[src/bship_pkg.sv]
package bship_pkg;

    // register indexes on the configuration port
    localparam logic [2:0] REG_VIEW_W   = 3'd0;
    localparam logic [2:0] REG_VIEW_H   = 3'd1;
    localparam logic [2:0] REG_ZOOM     = 3'd2;
    localparam logic [2:0] REG_OFF_RE   = 3'd3;
    localparam logic [2:0] REG_OFF_IM   = 3'd4;
    localparam logic [2:0] REG_MAX_ITER = 3'd5;

    // fixed point: products are shifted right by this many bits
    localparam int Q_SHIFT = 28;

    // mapping divider: numerator is scaled offset shifted up by NUM_LO bits
    localparam int SM_W   = 14;
    localparam int NUM_LO = 44;
    localparam int NUM_W  = SM_W + NUM_LO;
    localparam int DEN_W  = 45;
    localparam int QUO_W  = 31;

    // escape threshold, 4.0 in q8.28
    localparam logic [35:0] ESCAPE_LIM = 36'h0_4000_0000;

    typedef struct packed {
        logic [11:0] pixel_x;
        logic [11:0] pixel_y;
    } t_in_word;

    typedef struct packed {
        logic [15:0] iteration_count;
        logic [39:0] magnitude_sq;
    } t_out_word;

    // divider status towards the sequencer
    typedef struct packed {
        logic             done;
        logic             big;
        logic [QUO_W-1:0] quot;
    } t_div_res;

endpackage

[src/burning_ship_escape_time_unit.sv]
// each axis mapping runs through the bit-serial divider
// each iteration runs on the one shared 32x32 multiplier
// a new pixel word is taken only when idle; a stalled result holds the block in S_FIN
// reset: synchronous active low, clears control and loads register defaults
module burning_ship_escape_time_unit import bship_pkg::*; #(
    parameter int MAX_DIM = 4096
) (
    input  logic        i_clk,
    input  logic        i_rst_n,
    input  logic        i_in_valid,
    output logic        o_in_stall,
    input  t_in_word    i_in_data,
    output logic        o_out_valid,
    input  logic        i_out_stall,
    output t_out_word   o_out_data,
    input  logic        i_cfg_valid,
    output logic        o_cfg_ready,
    input  logic [2:0]  i_cfg_index,
    input  logic [31:0] i_cfg_data
);

    localparam logic [3:0] S_IDLE   = 4'd0;
    localparam logic [3:0] S_DEN    = 4'd1;
    localparam logic [3:0] S_DSTART = 4'd2;
    localparam logic [3:0] S_DWAIT  = 4'd3;
    localparam logic [3:0] S_ITER   = 4'd4;
    localparam logic [3:0] S_UPD    = 4'd5;
    localparam logic [3:0] S_SQRE   = 4'd6;
    localparam logic [3:0] S_SQIM   = 4'd7;
    localparam logic [3:0] S_CHK    = 4'd8;
    localparam logic [3:0] S_FIN    = 4'd9;

    function automatic logic [31:0] sat32(input logic signed [37:0] v);
        logic [31:0] res;
        if (v > 38'sh0_7FFF_FFFF) begin
            res = 32'h7FFF_FFFF;
        end else if (v < -38'sh0_8000_0000) begin
            res = 32'h8000_0000;
        end else begin
            res = v[31:0];
        end
        return res;
    endfunction

    // configuration registers
    logic [12:0] r_view_w, r_view_h;
    logic [31:0] r_zoom, r_off_re, r_off_im;
    logic [15:0] r_max_iter;

    logic [3:0]  r_state, n_state;
    logic        r_axis, n_axis;
    logic [11:0] r_px, n_px, r_py, n_py;
    logic        r_neg, n_neg;
    logic        r_sm_zero, n_sm_zero;
    logic [31:0] r_cre, n_cre, r_cim, n_cim;
    logic [31:0] r_re, n_re, r_im, n_im;
    logic [34:0] r_sr, n_sr, r_si, n_si;
    logic [15:0] r_iter, n_iter;
    logic [35:0] r_mag, n_mag;
    logic        r_out_valid, n_out_valid;
    t_out_word   r_out, n_out;

    logic [12:0]        dim_w, dim_h, cur_dim;
    logic [11:0]        cur_p;
    logic signed [13:0] diff;
    logic               neg;
    logic [12:0]        amag;
    logic [SM_W-1:0]    sm;
    logic               div_start;
    t_div_res           div_res;
    logic [31:0]        mul_a, mul_b;
    logic [63:0]        prod;
    logic [34:0]        prod_q;
    logic [31:0]        abs_re, abs_im, cur_off;
    logic signed [32:0] q_signed;
    logic [31:0]        c_new;
    logic [35:0]        mag_new;
    logic [31:0]        nre, nim;

    // configuration writes, always ready
    assign o_cfg_ready = 1'b1;

    always_ff @(posedge i_clk) begin
        if (!i_rst_n) begin
            r_view_w   <= 13'd800;
            r_view_h   <= 13'd800;
            r_zoom     <= 32'd65536;
            r_off_re   <= '0;
            r_off_im   <= '0;
            r_max_iter <= 16'd50;
        end else if (i_cfg_valid) begin
            case (i_cfg_index)
                REG_VIEW_W:   r_view_w   <= i_cfg_data[12:0];
                REG_VIEW_H:   r_view_h   <= i_cfg_data[12:0];
                REG_ZOOM:     r_zoom     <= i_cfg_data;
                REG_OFF_RE:   r_off_re   <= i_cfg_data;
                REG_OFF_IM:   r_off_im   <= i_cfg_data;
                REG_MAX_ITER: r_max_iter <= i_cfg_data[15:0];
                default: ;
            endcase
        end
    end

    // per-axis mapping terms
    assign dim_w   = (int'(r_view_w) > MAX_DIM) ? 13'(MAX_DIM) : r_view_w;
    assign dim_h   = (int'(r_view_h) > MAX_DIM) ? 13'(MAX_DIM) : r_view_h;
    assign cur_dim = r_axis ? dim_h : dim_w;
    assign cur_p   = r_axis ? r_py : r_px;
    assign cur_off = r_axis ? r_off_im : r_off_re;
    assign diff    = $signed({2'b00, cur_p}) - $signed({2'b00, cur_dim[12:1]});
    assign neg     = diff[13];
    assign amag    = neg ? 13'(-diff) : diff[12:0];
    // real axis scale 3, imaginary axis scale 2
    assign sm      = r_axis ? {amag, 1'b0} : ({1'b0, amag} + {amag, 1'b0});

    // signed, saturated quotient plus pan offset
    always_comb begin
        if (r_sm_zero) begin
            q_signed = '0;
        end else if (div_res.big) begin
            q_signed = r_neg ? 33'sh1_8000_0000 : 33'sh0_7FFF_FFFF;
        end else if (r_neg) begin
            q_signed = -$signed({2'b00, div_res.quot});
        end else begin
            q_signed = $signed({2'b00, div_res.quot});
        end
        c_new = sat32(38'(q_signed) + 38'($signed(cur_off)));
    end

    // operands of the shared multiplier
    assign abs_re = r_re[31] ? (~r_re + 32'd1) : r_re;
    assign abs_im = r_im[31] ? (~r_im + 32'd1) : r_im;

    always_comb begin
        case (r_state)
            S_DEN: begin
                mul_a = r_zoom;
                mul_b = {19'd0, cur_dim};
            end
            S_ITER: begin
                mul_a = abs_re;
                mul_b = abs_im;
            end
            S_SQRE: begin
                mul_a = abs_re;
                mul_b = abs_re;
            end
            S_SQIM: begin
                mul_a = abs_im;
                mul_b = abs_im;
            end
            default: begin
                mul_a = '0;
                mul_b = '0;
            end
        endcase
    end

    bship_mul u_mul (
        .i_clk  (i_clk),
        .i_a    (mul_a),
        .i_b    (mul_b),
        .o_prod (prod)
    );

    bship_div u_div (
        .i_clk   (i_clk),
        .i_rst_n (i_rst_n),
        .i_start (div_start),
        .i_sm    (sm),
        .i_den   (prod[DEN_W-1:0]),
        .o_res   (div_res)
    );

    // iteration arithmetic
    assign prod_q  = prod[62:Q_SHIFT];
    assign nre     = sat32($signed({3'b000, r_sr}) - $signed({3'b000, r_si})
                           + 38'($signed(r_cre)));
    assign nim     = sat32($signed({2'b00, prod_q, 1'b0}) + 38'($signed(r_cim)));
    assign mag_new = {1'b0, r_sr} + {1'b0, prod_q};

    // sequencer
    always_comb begin
        n_state     = r_state;
        n_axis      = r_axis;
        n_px        = r_px;
        n_py        = r_py;
        n_neg       = r_neg;
        n_sm_zero   = r_sm_zero;
        n_cre       = r_cre;
        n_cim       = r_cim;
        n_re        = r_re;
        n_im        = r_im;
        n_sr        = r_sr;
        n_si        = r_si;
        n_iter      = r_iter;
        n_mag       = r_mag;
        n_out       = r_out;
        n_out_valid = r_out_valid && i_out_stall;
        div_start   = 1'b0;
        case (r_state)
            S_IDLE: begin
                if (i_in_valid) begin
                    n_px    = i_in_data.pixel_x;
                    n_py    = i_in_data.pixel_y;
                    n_axis  = 1'b0;
                    n_state = S_DEN;
                end
            end
            S_DEN: begin
                n_state = S_DSTART;
            end
            S_DSTART: begin
                div_start = 1'b1;
                n_neg     = neg;
                n_sm_zero = (sm == '0);
                n_state   = S_DWAIT;
            end
            S_DWAIT: begin
                if (div_res.done) begin
                    if (!r_axis) begin
                        n_cre   = c_new;
                        n_axis  = 1'b1;
                        n_state = S_DEN;
                    end else begin
                        n_cim   = c_new;
                        n_re    = '0;
                        n_im    = '0;
                        n_sr    = '0;
                        n_si    = '0;
                        n_iter  = '0;
                        n_mag   = '0;
                        n_state = S_ITER;
                    end
                end
            end
            S_ITER: begin
                n_state = (r_iter < r_max_iter) ? S_UPD : S_FIN;
            end
            S_UPD: begin
                n_re    = nre;
                n_im    = nim;
                n_state = S_SQRE;
            end
            S_SQRE: begin
                n_state = S_SQIM;
            end
            S_SQIM: begin
                n_sr    = prod_q;
                n_state = S_CHK;
            end
            S_CHK: begin
                n_si  = prod_q;
                n_mag = mag_new;
                if (mag_new > ESCAPE_LIM) begin
                    n_state = S_FIN;
                end else begin
                    n_iter  = r_iter + 16'd1;
                    n_state = S_ITER;
                end
            end
            S_FIN: begin
                if (!r_out_valid || !i_out_stall) begin
                    n_out.iteration_count = r_iter;
                    n_out.magnitude_sq    = {4'd0, r_mag};
                    n_out_valid           = 1'b1;
                    n_state               = S_IDLE;
                end
            end
            default: begin
                n_state = S_IDLE;
            end
        endcase
    end

    always_ff @(posedge i_clk) begin
        if (!i_rst_n) begin
            r_state     <= S_IDLE;
            r_axis      <= 1'b0;
            r_out_valid <= 1'b0;
        end else begin
            r_state     <= n_state;
            r_axis      <= n_axis;
            r_out_valid <= n_out_valid;
        end
        r_px      <= n_px;
        r_py      <= n_py;
        r_neg     <= n_neg;
        r_sm_zero <= n_sm_zero;
        r_cre     <= n_cre;
        r_cim     <= n_cim;
        r_re      <= n_re;
        r_im      <= n_im;
        r_sr      <= n_sr;
        r_si      <= n_si;
        r_iter    <= n_iter;
        r_mag     <= n_mag;
        r_out     <= n_out;
    end

    assign o_in_stall  = (r_state != S_IDLE);
    assign o_out_valid = r_out_valid;
    assign o_out_data  = r_out;

endmodule

[src/bship_mul.sv]
module bship_mul import bship_pkg::*; (
    input  logic        i_clk,
    input  logic [31:0] i_a,
    input  logic [31:0] i_b,
    output logic [63:0] o_prod
);

    logic [63:0] r_prod;

    // shared unsigned multiplier, product registered
    always_ff @(posedge i_clk) begin
        r_prod <= i_a * i_b;
    end

    assign o_prod = r_prod;

endmodule

[src/bship_div.sv]
module bship_div import bship_pkg::*; (
    input  logic             i_clk,
    input  logic             i_rst_n,
    input  logic             i_start,
    input  logic [SM_W-1:0]  i_sm,
    input  logic [DEN_W-1:0] i_den,
    output t_div_res         o_res
);

    localparam int CNT_W = $clog2(NUM_W + 1);

    logic [NUM_W-1:0] r_num, n_num;
    logic [DEN_W-1:0] r_rem, n_rem;
    logic [DEN_W-1:0] r_den, n_den;
    logic [QUO_W-1:0] r_quot, n_quot;
    logic             r_big, n_big;
    logic [CNT_W-1:0] r_cnt, n_cnt;
    logic             r_busy, n_busy;
    logic             r_done, n_done;
    logic [DEN_W:0]   trial;
    logic             fits;

    // restoring division, one quotient bit a cycle
    always_comb begin
        trial  = {r_rem, r_num[NUM_W-1]};
        fits   = trial >= {1'b0, r_den};
        n_num  = r_num;
        n_rem  = r_rem;
        n_den  = r_den;
        n_quot = r_quot;
        n_big  = r_big;
        n_cnt  = r_cnt;
        n_busy = r_busy;
        n_done = 1'b0;
        if (i_start) begin
            n_num  = {i_sm, {NUM_LO{1'b0}}};
            n_rem  = '0;
            n_den  = i_den;
            n_quot = '0;
            n_big  = 1'b0;
            n_cnt  = CNT_W'(NUM_W);
            n_busy = 1'b1;
        end else if (r_busy) begin
            n_num  = r_num << 1;
            n_rem  = fits ? DEN_W'(trial - {1'b0, r_den}) : trial[DEN_W-1:0];
            n_quot = {r_quot[QUO_W-2:0], fits};
            // sticky flag for quotient bits at or above 2^31
            n_big  = r_big | r_quot[QUO_W-1];
            n_cnt  = r_cnt - CNT_W'(1);
            if (r_cnt == CNT_W'(1)) begin
                n_busy = 1'b0;
                n_done = 1'b1;
            end
        end
    end

    always_ff @(posedge i_clk) begin
        if (!i_rst_n) begin
            r_busy <= 1'b0;
            r_done <= 1'b0;
            r_cnt  <= '0;
        end else begin
            r_busy <= n_busy;
            r_done <= n_done;
            r_cnt  <= n_cnt;
        end
        r_num  <= n_num;
        r_rem  <= n_rem;
        r_den  <= n_den;
        r_quot <= n_quot;
        r_big  <= n_big;
    end

    assign o_res = '{done: r_done, big: r_big, quot: r_quot};

endmodule

[config.mk]
export PLATFORM = sky130hd
export DESIGN_NAME = burning_ship_escape_time_unit
export DESIGN_NICKNAME = d
export VERILOG_FILES = /design/src/bship_pkg.sv /design/src/burning_ship_escape_time_unit.sv /design/src/bship_mul.sv /design/src/bship_div.sv
export SDC_FILE = /design/constraint.sdc
export NUM_CORES = 2
export LEC_CHECK = 0
export BUFFER_PORTS_ARGS = -buffer_cell sky130_fd_sc_hd__buf_2
export CORE_MARGIN = 2
export CORE_UTILIZATION = 25
export CTS_CLUSTER_DIAMETER = 80
export DETAILED_ROUTE_END_ITERATION = 8
export GPL_ROUTABILITY_DRIVEN = 1
export GPL_TIMING_DRIVEN = 1
export PLACE_DENSITY = 0.5
export SLEW_MARGIN = 10
export SYNTH_ARGS = -nofsm -noshare
export SYNTH_HDL_FRONTEND = slang
export SYNTH_SLANG_ARGS = --single-unit
[constraint.sdc]
create_clock -name i_clk -period 14.3 [get_ports i_clk]
set_input_delay 0.715 -clock i_clk [delete_from_list [all_inputs] [get_ports i_clk]]
set_output_delay 0.715 -clock i_clk [all_outputs]
set_load 0.01 [all_outputs]
# Yosys cells after proc, flatten, opt, wreduce, memory -nomap -nowiden
# Index checks and enable logic that the tools add are counted.
[totals] reg_bits=679 latchBits=0 ramBits=0 rom_bits=0 in_bits=64 output_inout_bits=59 elab_cells=176 mem_count=0
[classes] add_sub_neg=14 multipliers=1 n_div=0 magnitude_cmp=11 eq_ne=20 n_shift=0 n_mux=58 n_bitwise=6 reduce_logical=33
[ops] op="32-bit 2-to-1 mux" n=11
[ops] op="32-bit case mux with 3 select lines" n=2
[ops] op="35-bit case mux with 2 select lines" n=2
[ops] op="33-bit 2-to-1 mux" n=4
[ops] op="32-bit case mux with 2 select lines" n=2
[ops] op="58-bit 2-to-1 mux" n=2
[ops] op="36-bit 2-to-1 mux" n=2
[ops] op="36-bit case mux with 2 select lines" n=1
[ops] op="35-bit 2-to-1 mux" n=2
[ops] op="32-bit by 1-bit adder with 32-bit output (second input constant)" n=2
[ops] op="32-bit inverter" n=2
[ops] op="32-bit by 32-bit multiplier with 63-bit output" n=1
[ops] op="13-bit 2-to-1 mux" n=4
[ops] op="16-bit 2-to-1 mux" n=3
[ops] op="46-bit by 45-bit greater-or-equal comparator with 1-bit output" n=1
[ops] op="45-bit 2-to-1 mux" n=1
[ops] op="45-bit subtractor" n=1
[ops] op="4-bit case mux with 10 select lines" n=1
[ops] op="37-bit by 32-bit adder with 38-bit output" n=1
[ops] op="38-bit by 32-bit greater-than comparator with 1-bit output (second input constant)" n=1
[ops] op="38-bit by 32-bit < comparator with 1-bit output (second input constant)" n=1
[ops] op="36-bit by 32-bit adder with 37-bit output" n=1
[ops] op="37-bit by 32-bit greater-than comparator with 1-bit output (second input constant)" n=1
[ops] op="37-bit by 32-bit < comparator with 1-bit output (second input constant)" n=1
[ops] op="47 further kinds" n=93

# Depth between registers and ports, before layout
[depth] ltp_word=9 ltp_mapped=41 depth_no_buf=40

# By module
# From an unflattened synthesis, not the netlist that was laid out.
[hier_totals] hier_cells=8246 area_unflattened_um2=75204.6
[by_module_without_submodules] mod="bship_mul" instances=1 cells_each=3812 area_each_um2=34750.8 seq_area_each_um2=1281.2
[by_module_without_submodules] mod="burning_ship_escape_time_unit" instances=1 cells_each=3563 area_each_um2=32333.5 seq_area_each_um2=12732.2
[by_module_without_submodules] mod="bship_div" instances=1 cells_each=871 area_each_um2=8120.3 seq_area_each_um2=3473.3

# Worst setup path before layout
# OpenSTA, ideal clock, no wires.
[synth_timing] path_type="reg-to-reg" from="reg r_re[8]" to="reg u_mul.r_prod[55] (netlist: u_mul.o_prod[55])" setup_ns=0.072 t_arrival_ns=9.863 t_required_ns=14.228 path_slack_ns=4.365 path_stages_with_launch=35 path_buffers=1 synth_period_minus_slack_ns=9.935 path_cell_list="edfxtp_1 > or4_4 > or3_1 > or2_1 > or3_4 > nand2b_1 > o21ai_1 > xor2_1 > nor2_1 > a21o_1 > clkbuf_1 > nand2_1 > fa_1 > inv_1 > fa_1 > fa_1 > fa_1 > fa_1 > fa_1 > fa_1 > inv_1 > fa_1 > inv_1 > ha_1 > a21oi_1 > o21bai_1 > a221oi_1 > o22ai_1 > or3_1 > o21ai_1 > o31ai_1 > a31oi_1 > o21bai_1 > a221oi_1 > xnor2_1"
[synth_via] elab_chain_cells=5 elab_cells_between_ends=6 cone_classes="add/sub (1); mul (1); mux (3); bitwise (1)"
[synth_rtl] element="from (decl)" line_no="burning_ship_escape_time_unit.sv:56" rtl="logic [31:0] r_re, n_re, r_im, n_im;"
[synth_rtl] element="from (signal assigned)" line_no="burning_ship_escape_time_unit.sv:292" rtl="r_re <= n_re;"
[synth_rtl] element="32-bit inverter" line_no="burning_ship_escape_time_unit.sv:131" rtl="assign abs_re = r_re[31] ? (~r_re + 32'd1) : r_re;"
[synth_rtl] element="32-bit by 1-bit adder with 32-bit output" line_no="burning_ship_escape_time_unit.sv:131"
[synth_rtl] element="32-bit 2-to-1 mux (*)" line_no="burning_ship_escape_time_unit.sv:131"
[synth_rtl] element="32-bit case mux with 3 select lines" line_no="burning_ship_escape_time_unit.sv:135" rtl="case (r_state)"
[synth_rtl] element="32-bit by 32-bit multiplier with 63-bit output (*)" line_no="bship_mul.sv:12" rtl="r_prod <= i_a * i_b;"
[synth_rtl] element="to (signal assigned)" line_no="bship_mul.sv:12"
[synth_rtl] element="to (decl)" line_no="bship_mul.sv:8" rtl="logic [63:0] r_prod;"
# Every way passes the cells marked *; elsewhere a longest branch is shown, timed or not.
# A chain may end at the register's enable or synchronous reset.

# Final worst setup path
[layout_timing] from="reg r_re[4]" to="reg u_mul.r_prod[55] (netlist: u_mul.o_prod[55])"
# Same word-level chain as after synthesis.

==> run metrics <==
status completed; grt total ovfl 0; clock root buffer master clkbuf_16; clock sink total 679; Post-DP HPWL 199500 um; Die W 546.9 um; max_slew headroom 0.09001; CP max FO 21; die area 0.2991 mm^2; Hold Buf Count CTS 0; final wirelength 257500 um; Area contributors post-synth fa_1 25%, edfxtp_1 16%, ha_1 8.9%, dfxtp_1 7.9%, inv_1 6.0%; synthesis-stage register bit count 679; Max Clock Skew 44.91 ps; Least-Margin Pin Slew 1365 ps; Worst setup EP type flip-flop; most frequent cells in the layout 1180 x inv_1, 981 x nor2_1, 946 x nand2_1; total track usage 0.1697; fin cells 12224; share of cells above drive strength 1 0.06932; drt first pass iters 5; Synth Instances 8258; Via density 4.862; CP max stage delay 1060 ps; IO Pins 123; Cell Area, Placed 0.07927 mm^2; Layout area overhead 11.21%; Netlist cell types 97; CTS Buf Count 77; Tmin final 12040 ps; GP Congestion 0.9588; Setup Fix Bufs, Post-CTS 0; maxcap violations 0; Fin Setup TNS 0 ps; WS Path Type reg2reg; # resized after CTS 0; Reg2Reg Setup Slack 2260 ps; largest area contributor in the netlist fa_1; VDD IR-drop max 0.1020 mV; Top FF cell, synth edfxtp_1; Routed Antenna Nets 0; CP max-delay cell a21o_1; global-route wire length before repair 386100 um; H-tree depth 3; P per Cell Area 77.32 mW/mm^2; period utilization 0.8422; Skew-Pair Late Insertion Delay 720 ps; core area 0.2936 mm^2; most frequent CP cell fa_1; Final Max Tran Viols 0; clk slew on worst S/H paths 60 ps; IO buf count 117; CP arrival 12690 ps; RSZ-0062 raised after global routing no; initial DRC count 5006; synthesized area per cell 8.922 um^2; number of synthesized flops with an enable pin 387; DR vias 59435; wire per inst 21.07 um; Worst Hold Class in2reg; vias in the first global route 59995; Starting Density 0.2510; Setup violations, final 0; initial antenna violation count 28; FFs w/ async S/R, synth 0; Ys Warns 0; DP Cell Count 12071; DRC violations left 0; leak pwr 36.12 nW; Die Span Y 546.9 um; CP Launch Type flip-flop; synthesized cell area 0.07368 mm^2; Clock Path Buffers 3; CTS tree done; final hold viol count 0; # rows 199; most common cell after layout, fill and taps aside inv_1; Design Power 0.006336 W; CP Data Required Time 14950 ps; largest net degree at the start of global routing 83; final net count 9721; final instance area 0.08194 mm^2; sequential fraction of the synthesis area 0.2371; post-synth top area share 0.2453; max frequency 83.04 MHz
==> synth_stat cells (49+ instances only) <==
| library cell | n |
|---|---|
| a21boi_0 | 103 |
| a21o_1 | 137 |
| a21oi_1 | 416 |
| and2_1 | 108 |
| clkbuf_1 | 315 |
| dfxtp_1 | 292 |
| edfxtp_1 | 387 |
| fa_1 | 903 |
| ha_1 | 523 |
| inv_1 | 1180 |
| mux2_2 | 49 |
| mux2i_1 | 78 |
| nand2_1 | 948 |
| nand2b_1 | 69 |
| nand3_1 | 155 |
| nand4_1 | 58 |
| nor2_1 | 986 |
| nor2b_1 | 50 |
| nor3_1 | 75 |
| o21a_1 | 58 |
| o21ai_0 | 265 |
| xnor2_1 | 185 |
| xor2_1 | 157 |
==> final timing paths <==
check / start / end / cells after the start
max: r_re[4] / u_mul.o_prod[55] / 34
min: i_in_data[2] / r_py[2] / 1
min reg2reg: u_mul.o_prod[3] / u_div.r_den[3] / 0
max reg2reg: r_re[4] / u_mul.o_prod[55] / 34
==> logic make-up after synthesis <==
| group | after synthesis | share of synthesized area |
|---|---|---|
| muxes | 127 | 0.01808 |
| buffers and inverters | 1566 | 0.08114 |
| other | 2 | 0.0001019 |
| and+or+nand+nor | 2671 | 0.1599 |
| DFF | 679 | 0.2371 |
| AOI/OAI and AO/OA | 1445 | 0.1289 |
| adders and majority gates | 1426 | 0.3342 |
| xor gates and xnor gates | 342 | 0.04065 |
==> per-stage QoR <==
stage / util / setup slack (ps) / hold slack (ps)
2_1_floorplan: - / 4365 / 385.5
3_3_place_gp: 0.2700 / 2605 / 388.5
3_5_place_dp: 0.2700 / 2457 / 388.7
4_1_cts: 0.2790 / 2405 / 141.3
5_1_grt: 0.2791 / 1678 / 138.3
6_report: 0.2791 / 2257 / 203.6
==> worst max-delay path, delay by kind of cell (launching register included) <==
family / cells / cell delay [ps]
compound gates: 11 / 3660
xor+xnor: 2 / 240
fa+ha+maj: 9 / 4710
buf+inv: 3 / 150
flops: 1 / 430
simple gates: 9 / 2770
==> power by group <==
part | switching, W | internal (W)
Combinational | 0.00119 | 0.000732
Clock | 0.000927 | 0.00118
Sequential | 0.0000861 | 0.00222
Total | 0.00221 | 0.00413
==> flip-flops by register name (all words and copies together) (netlist names), 6 cells and up <==
signal	cells
r_mag	36
r_cim	32
r_view_w	13
r_iter	16
u_div.r_den	45
r_py	12
r_off_im	32
u_mul.o_prod	63
r_view_h	13
r_off_re	32
u_div.r_num	14
r_cre	32
o_out_data	52
r_sr	35
r_im	32
u_div.r_quot	31
r_re	32
u_div.r_rem	45
r_px	12
r_zoom	32
u_div.r_cnt	6
r_max_iter	16
r_si	35
==> area by class of cell <==
cell class | count | area, um^2
Clock inverter | 40 | 516.7
Fill cell | 31134 | 211600
Multi-Input combinational cell | 6016 | 50670
Sequential cell | 679 | 17470
Antenna cell | 10 | 25.02
Clock buffer | 103 | 2130
Tap cell | 3919 | 4903
Timing Repair Buffer | 275 | 1787
Inverter | 1182 | 4438
==> routing by layer <==
metal / wire length, um / up-vias / global-route usage
met5: 110 / - / 0
met4: 9646 / 18 / 0.05669
met3: 17920 / 412 / 0.03250
met2: 117900 / 2074 / 0.2751
met1: 111900 / 29890 / 0.2258
li1: - / 27041 / -
Power figures use the tool's default switching activity.
